**src/rtl/ecpm_pkg.sv**
```systemverilog
package ecpm_pkg;

	// scale factor from units to microjoules and from microjoules to power
	localparam int UjW = 20;
	localparam logic [UjW-1:0] UJ_PER_UNIT = 20'd1000000;

	localparam int CntW = 32;
	localparam int TimeW = 64;
	localparam int EnergyW = 52;
	localparam int PowerW = 32;
	localparam int StatusW = 2;
	localparam int ShiftW = 5;

	// half of the microjoule delta per partial product
	localparam int HalfW = EnergyW / 2;
	localparam int PartW = HalfW + UjW;
	localparam int NumW = EnergyW + UjW;
	localparam int DivCntW = $clog2(NumW);

	localparam logic [ShiftW-1:0] SHIFT_RESET = 5'd14;

	// status codes
	localparam logic [StatusW-1:0] ST_OK = 2'd0;
	localparam logic [StatusW-1:0] ST_PRIME = 2'd1;
	localparam logic [StatusW-1:0] ST_ZERO_DT = 2'd2;

	// register byte addresses
	localparam logic [2:0] REG_UNIT_SHIFT = 3'd0;

	typedef struct packed {
		logic load;
		logic mul;
		logic scale;
		logic mul_lo;
		logic mul_hi;
		logic acc;
		logic div_step;
		logic emit;
	} ecpm_cmd_t;

	typedef struct packed {
		logic no_power;
		logic div_done;
		logic out_free;
	} ecpm_stat_t;

endpackage

```
**src/rtl/ecpm_ctrl.sv**
```systemverilog
module ecpm_ctrl
	import ecpm_pkg::*;
(
	input  logic       clk,
	input  logic       arst_n,
	input  logic       in_valid,
	output logic       in_ready,
	input  ecpm_stat_t stat,
	output ecpm_cmd_t  cmd
);

	localparam logic [2:0] S_IDLE   = 3'd0;
	localparam logic [2:0] S_MUL    = 3'd1;
	localparam logic [2:0] S_SCALE  = 3'd2;
	localparam logic [2:0] S_MUL_LO = 3'd3;
	localparam logic [2:0] S_MUL_HI = 3'd4;
	localparam logic [2:0] S_ACC    = 3'd5;
	localparam logic [2:0] S_DIV    = 3'd6;
	localparam logic [2:0] S_EMIT   = 3'd7;

	logic [2:0] state_q;
	logic [2:0] state_nx;

	assign in_ready = (state_q == S_IDLE);

	// next state and commands
	always_comb begin
		state_nx = state_q;
		cmd = '0;
		unique case (state_q)
			S_IDLE: begin
				if (in_valid) begin
					cmd.load = 1'b1;
					state_nx = S_MUL;
				end
			end
			S_MUL: begin
				cmd.mul = 1'b1;
				state_nx = S_SCALE;
			end
			S_SCALE: begin
				cmd.scale = 1'b1;
				state_nx = stat.no_power ? S_EMIT : S_MUL_LO;
			end
			S_MUL_LO: begin
				cmd.mul_lo = 1'b1;
				state_nx = S_MUL_HI;
			end
			S_MUL_HI: begin
				cmd.mul_hi = 1'b1;
				state_nx = S_ACC;
			end
			S_ACC: begin
				cmd.acc = 1'b1;
				state_nx = S_DIV;
			end
			S_DIV: begin
				cmd.div_step = 1'b1;
				if (stat.div_done) state_nx = S_EMIT;
			end
			S_EMIT: begin
				if (stat.out_free) begin
					cmd.emit = 1'b1;
					state_nx = S_IDLE;
				end
			end
			default: state_nx = S_IDLE;
		endcase
	end

	always_ff @(posedge clk or negedge arst_n) begin
		if (!arst_n) state_q <= S_IDLE;
		else state_q <= state_nx;
	end

endmodule

```
**src/rtl/ecpm_dpath.sv**
```systemverilog
module ecpm_dpath
	import ecpm_pkg::*;
(
	input  logic               clk,
	input  logic               arst_n,
	input  ecpm_cmd_t          cmd,
	output ecpm_stat_t         stat,
	input  logic [ShiftW-1:0]  unit_shift,
	input  logic [CntW-1:0]    counter_raw,
	input  logic [TimeW-1:0]   sample_time_ns,
	output logic               out_valid,
	input  logic               out_ready,
	output logic [EnergyW-1:0] energy_microjoules,
	output logic [PowerW-1:0]  power_milliwatts,
	output logic [StatusW-1:0] status
);

	// state kept between samples
	logic [CntW-1:0]  prev_cnt_q;
	logic [TimeW-1:0] prev_time_q;
	logic             have_prev_q;

	// per-item working registers
	logic [CntW-1:0]    cnt_q;
	logic [CntW-1:0]    dcnt_q;
	logic [TimeW-1:0]   dt_q;
	logic [StatusW-1:0] status_q;
	logic               no_power_q;
	logic [EnergyW-1:0] prod_e_q;
	logic [EnergyW-1:0] prod_d_q;
	logic [EnergyW-1:0] energy_q;
	logic [EnergyW-1:0] uj_q;
	logic [PartW-1:0]   pp_q;
	logic [NumW-1:0]    num_q;
	logic [TimeW-1:0]   rem_q;
	logic [PowerW-1:0]  quo_q;
	logic               sat_q;
	logic [DivCntW-1:0] div_cnt_q;

	// output register
	logic               out_valid_q;
	logic [EnergyW-1:0] out_energy_q;
	logic [PowerW-1:0]  out_power_q;
	logic [StatusW-1:0] out_status_q;

	logic [TimeW-1:0] dt_nx;
	logic [TimeW:0]   rem_sh;
	logic [TimeW:0]   rem_diff;
	logic             ge;

	assign dt_nx = sample_time_ns - prev_time_q;

	// one restoring division step
	assign rem_sh = {rem_q, num_q[NumW-1]};
	assign rem_diff = rem_sh - {1'b0, dt_q};
	assign ge = !rem_diff[TimeW];

	assign stat.no_power = no_power_q;
	assign stat.div_done = (div_cnt_q == '0);
	assign stat.out_free = !out_valid_q || out_ready;

	// sample state update
	always_ff @(posedge clk or negedge arst_n) begin
		if (!arst_n) begin
			prev_cnt_q <= '0;
			prev_time_q <= '0;
			have_prev_q <= 1'b0;
		end else if (cmd.load) begin
			prev_cnt_q <= counter_raw;
			prev_time_q <= sample_time_ns;
			have_prev_q <= 1'b1;
		end
	end

	// capture, multiply, scale and divide
	always_ff @(posedge clk) begin
		if (cmd.load) begin
			cnt_q <= counter_raw;
			dcnt_q <= counter_raw - prev_cnt_q;
			dt_q <= dt_nx;
			no_power_q <= !have_prev_q || (dt_nx == '0);
			if (!have_prev_q) status_q <= ST_PRIME;
			else if (dt_nx == '0) status_q <= ST_ZERO_DT;
			else status_q <= ST_OK;
		end
		if (cmd.mul) begin
			prod_e_q <= {{UjW{1'b0}}, cnt_q} * {{CntW{1'b0}}, UJ_PER_UNIT};
			prod_d_q <= {{UjW{1'b0}}, dcnt_q} * {{CntW{1'b0}}, UJ_PER_UNIT};
		end
		if (cmd.scale) begin
			energy_q <= prod_e_q >> unit_shift;
			uj_q <= prod_d_q >> unit_shift;
		end
		if (cmd.mul_lo) begin
			pp_q <= {{UjW{1'b0}}, uj_q[HalfW-1:0]} * {{HalfW{1'b0}}, UJ_PER_UNIT};
		end
		if (cmd.mul_hi) begin
			num_q <= {{(NumW-PartW){1'b0}}, pp_q};
			pp_q <= {{UjW{1'b0}}, uj_q[EnergyW-1:HalfW]} * {{HalfW{1'b0}}, UJ_PER_UNIT};
		end
		if (cmd.acc) begin
			num_q <= num_q + {pp_q, {HalfW{1'b0}}};
			rem_q <= '0;
			quo_q <= '0;
			sat_q <= 1'b0;
			div_cnt_q <= DivCntW'(NumW - 1);
		end
		if (cmd.div_step) begin
			num_q <= {num_q[NumW-2:0], 1'b0};
			rem_q <= ge ? rem_diff[TimeW-1:0] : rem_sh[TimeW-1:0];
			quo_q <= {quo_q[PowerW-2:0], ge};
			// a quotient bit above bit 31 means saturation
			if (ge && (div_cnt_q >= DivCntW'(PowerW))) sat_q <= 1'b1;
			div_cnt_q <= div_cnt_q - DivCntW'(1);
		end
	end

	// result register, frees the controller while the result waits
	always_ff @(posedge clk or negedge arst_n) begin
		if (!arst_n) out_valid_q <= 1'b0;
		else if (cmd.emit) out_valid_q <= 1'b1;
		else if (out_ready) out_valid_q <= 1'b0;
	end

	always_ff @(posedge clk) begin
		if (cmd.emit) begin
			out_energy_q <= energy_q;
			out_status_q <= status_q;
			if (no_power_q) out_power_q <= '0;
			else if (sat_q) out_power_q <= '1;
			else out_power_q <= quo_q;
		end
	end

	assign out_valid = out_valid_q;
	assign energy_microjoules = out_energy_q;
	assign power_milliwatts = out_power_q;
	assign status = out_status_q;

endmodule

```
**src/rtl/energy_counter_power_meter_top.sv**
```systemverilog
// channel  | group            | contents
// ---------+------------------+----------------------------------------------
// input    | s_tvalid/tready  | s_tdata: counter_raw, sample_time_ns
// output   | m_tvalid/tready  | m_tdata: energy_microjoules, power_milliwatts
//          |                  | m_tuser: status
// config   | apb              | 0x0: energy_unit_shift (5 bits)
//
// when power is computed, one sample runs from transfer through one multiply step
// for both products, scale, three steps for the 52x20 product, 72 steps of the
// restoring divider and the result; otherwise scale goes straight to the result.
// the divider loop sets the rate; one sample is in work at a time, and the
// next transfer can come in the cycle after the result is loaded.
// reset clears the stored sample and sets the unit shift to 14.
// a stalled result sits in the output register; the next sample is taken
// and worked on meanwhile, and waits only to hand over its result.
module energy_counter_power_meter_top
	import ecpm_pkg::*;
(
	input  logic        clk,
	input  logic        arst_n,
	// [31:0] counter_raw, [95:32] sample_time_ns
	input  logic [95:0] s_tdata,
	input  logic        s_tvalid,
	output logic        s_tready,
	// [51:0] energy_microjoules, [83:52] power_milliwatts, [87:84] zero
	output logic [87:0] m_tdata,
	// [1:0] status
	output logic [1:0]  m_tuser,
	output logic        m_tvalid,
	input  logic        m_tready,
	input  logic        psel,
	input  logic        penable,
	input  logic        pwrite,
	input  logic [2:0]  paddr,
	input  logic [31:0] pwdata,
	output logic [31:0] prdata,
	output logic        pready
);

	ecpm_cmd_t  cmd;
	ecpm_stat_t stat;

	logic [ShiftW-1:0]  shift_q;
	logic [EnergyW-1:0] energy;
	logic [PowerW-1:0]  power;
	logic               sel_shift;

	// register decode on word address
	assign pready = 1'b1;
	assign sel_shift = (paddr[2] == REG_UNIT_SHIFT[2]);
	assign prdata = sel_shift ? {{(32-ShiftW){1'b0}}, shift_q} : '0;

	always_ff @(posedge clk or negedge arst_n) begin
		if (!arst_n) shift_q <= SHIFT_RESET;
		else if (psel && penable && pwrite && pready && sel_shift) shift_q <= pwdata[ShiftW-1:0];
	end

	ecpm_ctrl u_ctrl (
		.clk     (clk),
		.arst_n  (arst_n),
		.in_valid(s_tvalid),
		.in_ready(s_tready),
		.stat    (stat),
		.cmd     (cmd)
	);

	ecpm_dpath u_dpath (
		.clk               (clk),
		.arst_n            (arst_n),
		.cmd               (cmd),
		.stat              (stat),
		.unit_shift        (shift_q),
		.counter_raw       (s_tdata[31:0]),
		.sample_time_ns    (s_tdata[95:32]),
		.out_valid         (m_tvalid),
		.out_ready         (m_tready),
		.energy_microjoules(energy),
		.power_milliwatts  (power),
		.status            (m_tuser)
	);

	assign m_tdata = {4'b0, power, energy};

endmodule

```
**config.mk**
```make
export PLATFORM = sky130hd
export DESIGN_NAME = energy_counter_power_meter_top
export DESIGN_NICKNAME = d
export VERILOG_FILES = /design/src/rtl/ecpm_pkg.sv /design/src/rtl/ecpm_ctrl.sv /design/src/rtl/ecpm_dpath.sv /design/src/rtl/energy_counter_power_meter_top.sv
export SDC_FILE = /design/constraint.sdc
export NUM_CORES = 2
export LEC_CHECK = 0
export BUFFER_PORTS_ARGS = -buffer_cell sky130_fd_sc_hd__buf_2
export CAP_MARGIN = 20
export CORE_UTILIZATION = 50
export DETAILED_ROUTE_END_ITERATION = 10
export GPL_TIMING_DRIVEN = 0
export PLACE_DENSITY = 0.67
export SETUP_SLACK_MARGIN = 0.1
export SLEW_MARGIN = 20
export SYNTH_ARGS = -nofsm -noshare
export SYNTH_HDL_FRONTEND = slang
export SYNTH_SLANG_ARGS = --single-unit
```
**constraint.sdc**
```tcl
create_clock -name clk -period 11.1 [get_ports clk]
set_clock_uncertainty 0.15 [all_clocks]
set_input_delay 0 -clock clk [delete_from_list [all_inputs] [get_ports clk]]
set_output_delay 0 -clock clk [all_outputs]
set_load 0.02 [all_outputs]
```
==> results by group <==
Die
  – Row count: 134
  – Top-level I/O count: 263
  – Die Wd: 368.8 um
  – Core area: 0.1335 mm2
  – Die Y: 368.8 um
  – Die Footprint: 0.1360 mm2
  – Initial Util: 50.40%

CTS
  – Clock transition at path regs: 0.06 ns
  – Clock Path Buffers: 3
  – CTS tree: done
  – CTS Buf Count: 85
  – Worst skew pair latency: 0.72 ns
  – CTS root buf: clkbuf_16
  – Clock sinks: 729
  – CTS H-tree lvls: 3

Worst setup path
  – R2R Path End: u_dpath.pp_q[43]
  – Worst reg2reg path depth: 22
  – Reg2reg setup slack: 3.34 ns
  – Critical path's slowest cell: fa_1
  – Setup crit end kind: register
  – CP Launch Type: register
  – Critical Path Max Stage Delay: 0.60 ns
  – Reg2Reg Launch Point: u_dpath.uj_q[36]
  – Arr. time, crit path: 8.02 ns
  – CP cell instances: inv_1 -> fa_1 -> inv_1 -> fa_1 -> fa_1 -> fa_1 -> ha_1 -> inv_1 -> fa_1 -> inv_1 -> ha_1 -> a21o_1 -> a21o_1 -> a21o_1 -> a211o_1 -> a31o_2 -> o311ai_0 -> o22ai_1 -> a221o_1 -> a41o_1 -> o21ai_0 -> o21ai_0
  – Crit path kind: register to register
  – CP max FO: 6
  – CP most frequent cell: fa_1
  – WP data required: 11.36 ns

Route
  – Met2 WL: 81480 um
  – M1 WL: 81840 um
  – Antenna-violating nets left: 0
  – Drt total wl: 177000 um
  – DRC: 0
  – Wire per inst: 19.54 um
  – Met3 WL post-DR: 8580 um
  – Pre-antenna DRT Iters: 6
  – Initial drt markers: 4123
  – Highest metal used: met5
  – Vias per inst: 5.598
  – Via Count: 50690

STA
  – Fin. Hold Viols: 0
  – Min cycle time layout: 7.759 ns
  – Max Slew Vio Count: 0
  – Final WS setup: 3.341 ns
  – Setup violations, final: 0
  – Unrepaired setup endpoints after global routing: no
  – Relative max-transition margin: 37.13%
  – Part of the cycle the worst path needs: 69.90%
  – Slew @ Worst Pin: 0.9192 ns
  – Fmax: 128.9 MHz

Global routing
  – Initial antenna violation count: 2
  – Vias in the first global route: 50810
  – Gr ovfl total: 0
  – Largest net degree at the start of global routing: 91
  – GR Util All Layers: 26.08%
  – First-pass GRT wire length: 280300 um

Yosys
  – Yosys top cell area share: 27.77%
  – Synth async-reset ratio: 14.54%
  – Main synth FF type: edfxtp_1
  – Mapped Cells: 6652
  – Number of synthesized flops with an enable pin: 622
  – Cell taking the most area after synthesis: edfxtp_1
  – Top post-synthesis cells by area: edfxtp_1, fa_1, ha_1
  – Synthesized area per cell: 10.11 um2
  – Synth Register Bits: 729
  – Synth warn: 0
  – Cell Area, Synth: 0.06727 mm2
  – Post-synthesis cell type count: 104
  – Seq/Total Area, Yosys: 31.75%

Place
  – Detailed placer's ending HPWL: 141300 um
  – Dpl cells: 8686
  – GP Congestion: 0.9640
  – Port-buffer cells: 201
  – Pre-CTS setup slack: 3.354 ns

Cells and area
  – Layout fillers: 11740
  – Commonest non-fill, non-tap cell in the layout: inv_1
  – Area growth syn-to-layout: 12.94%
  – Commonest cells after routing, fill and taps aside: inv_1, ha_1, edfxtp_1
  – Ratio of cells with drive above 1 in the final layout: 7.891%
  – Area of the multi-input gates: 0.04139 mm2
  – Final #Nets: 8612
  – Non-Filler Instances: 9056
  – Reg area: 0.02135 mm2

Worst hold path
  – Hold Path Class: input pin to register
  – Hold Crit Endpoint: u_dpath.prev_time_q[0]
  – Hold Path Stages: 3
  – Hold Startpoint: s_tdata[32]

Run status
  – Status: finished clean

Job
  – Maxcap violations: 0
critical path: cells and delay by family, from the launching register on:
kind                       cells  cell delay, ns
AOI/OAI and AO/OA             11            3.22
buffers and inverters          4            0.38
DFF                            1            0.48
adders and majority gates      7            3.22
sequential cells by signal (all words and copies together), names as in the netlist, 5 cells and up:
name / count
u_dpath.pp_q: 40
shift_q: 5
u_dpath.div_cnt_q: 7
u_dpath.power_milliwatts: 32
u_dpath.dt_q: 64
u_dpath.dcnt_q: 32
u_dpath.prod_d_q: 46
u_dpath.quo_q: 32
u_dpath.energy_q: 52
u_dpath.prod_e_q: 46
u_dpath.num_q: 66
u_dpath.rem_q: 64
u_dpath.cnt_q: 32
u_dpath.prev_cnt_q: 32
u_dpath.energy_microjoules: 52
u_dpath.prev_time_q: 64
u_dpath.uj_q: 52
cells in the mapped netlist (14+ instances only):
cell and count:
a21oi_1 404, buf_4 32, o21ai_0 386, mux2_2 37
nor2_1 429, nand4_1 44, a31oi_1 41, nor4_1 19
nand2b_1 33, mux4_2 58, clkbuf_1 180, o21bai_1 65
nor3_1 59, and2_1 65, a221oi_1 14, mux2i_1 157
fa_1 484, o22ai_1 31, nor2b_1 47, a22o_1 30
a21o_1 185, nand3_1 80, ha_1 774, buf_1 21
nand2_1 502, or2_2 24, edfxtp_1 622, dfrtp_1 103
xnor2_1 206, inv_1 963, o31ai_1 34, and4_1 20
or3_1 26, and3_1 36, o21a_1 45, o211ai_1 25
xor2_1 102, a21boi_0 15, a211oi_1 50
worst max path at each step:
stage | from | to
after floorplan | u_ctrl.state_q[1] | u_dpath.energy_q[0]
after global placement | u_ctrl.state_q[1] | u_dpath.energy_q[18]
after detailed placement | u_dpath.uj_q[36] | u_dpath.pp_q[39]
after CTS | u_dpath.uj_q[36] | u_dpath.pp_q[39]
after global routing | u_dpath.uj_q[37] | u_dpath.pp_q[39]
final | u_dpath.uj_q[36] | u_dpath.pp_q[43]
metrics by stage:
| stage | hold WS, ns | utilization [%] | TNS (ns) | cell area (um2) |
|---|---|---|---|---|
| floorplan | -0.4456 | - | 0 | 67380 |
| global placement | 0.05812 | 52.90 | -102.98 | 70600 |
| detailed placement | -0.2682 | 53.30 | 0 | 71130 |
| CTS | 0.04360 | 56.92 | 0 | 75970 |
| global route | 0.07323 | 56.92 | 0 | 75970 |
| finish | 0.06470 | 56.92 | 0 | 75970 |
kinds of logic after synthesis:
| family | after synthesis | synth area share, % |
|---|---|---|
| AO/OA/AOI/OAI | 1466 | 13.78 |
| XOR/XNOR | 308 | 4.010 |
| adder cells (fa/ha/maj) | 1258 | 28.80 |
| buffers and inverters | 1211 | 6.970 |
| flip-flops | 729 | 31.75 |
| multiplexers | 252 | 4.898 |
| other | 2 | 0.01116 |
| AND/OR/NAND/NOR | 1426 | 9.780 |
area by class of cell:
class	instances	area share (%)
diodes	1	0.003294
repair buffers	447	4.742
clock inverters	56	0.6489
clock buffers	102	2.925
plain buffers	246	1.410
inverters	965	4.775
flip-flops and latches	729	28.11
well taps	1768	2.912
multi-input cells	4742	54.48
what timing repair did:
action,in CTS,in global routing
gates resized for setup,0,0
setup buffers,0,0
hold buffers,211,0
hold endpoints to repair,330,0
per-layer routing:
metal / vias to the layer above / global-route usage, %
met4: 2 / 8.091
li1: 24220 / -
met1: 24810 / 37.12
met3: 260 / 2.724
met2: 1403 / 41.83
met5: - / 0
Power is not shown: default switching activity piles up to over one toggle a cycle in this logic, so the estimate is an artifact.
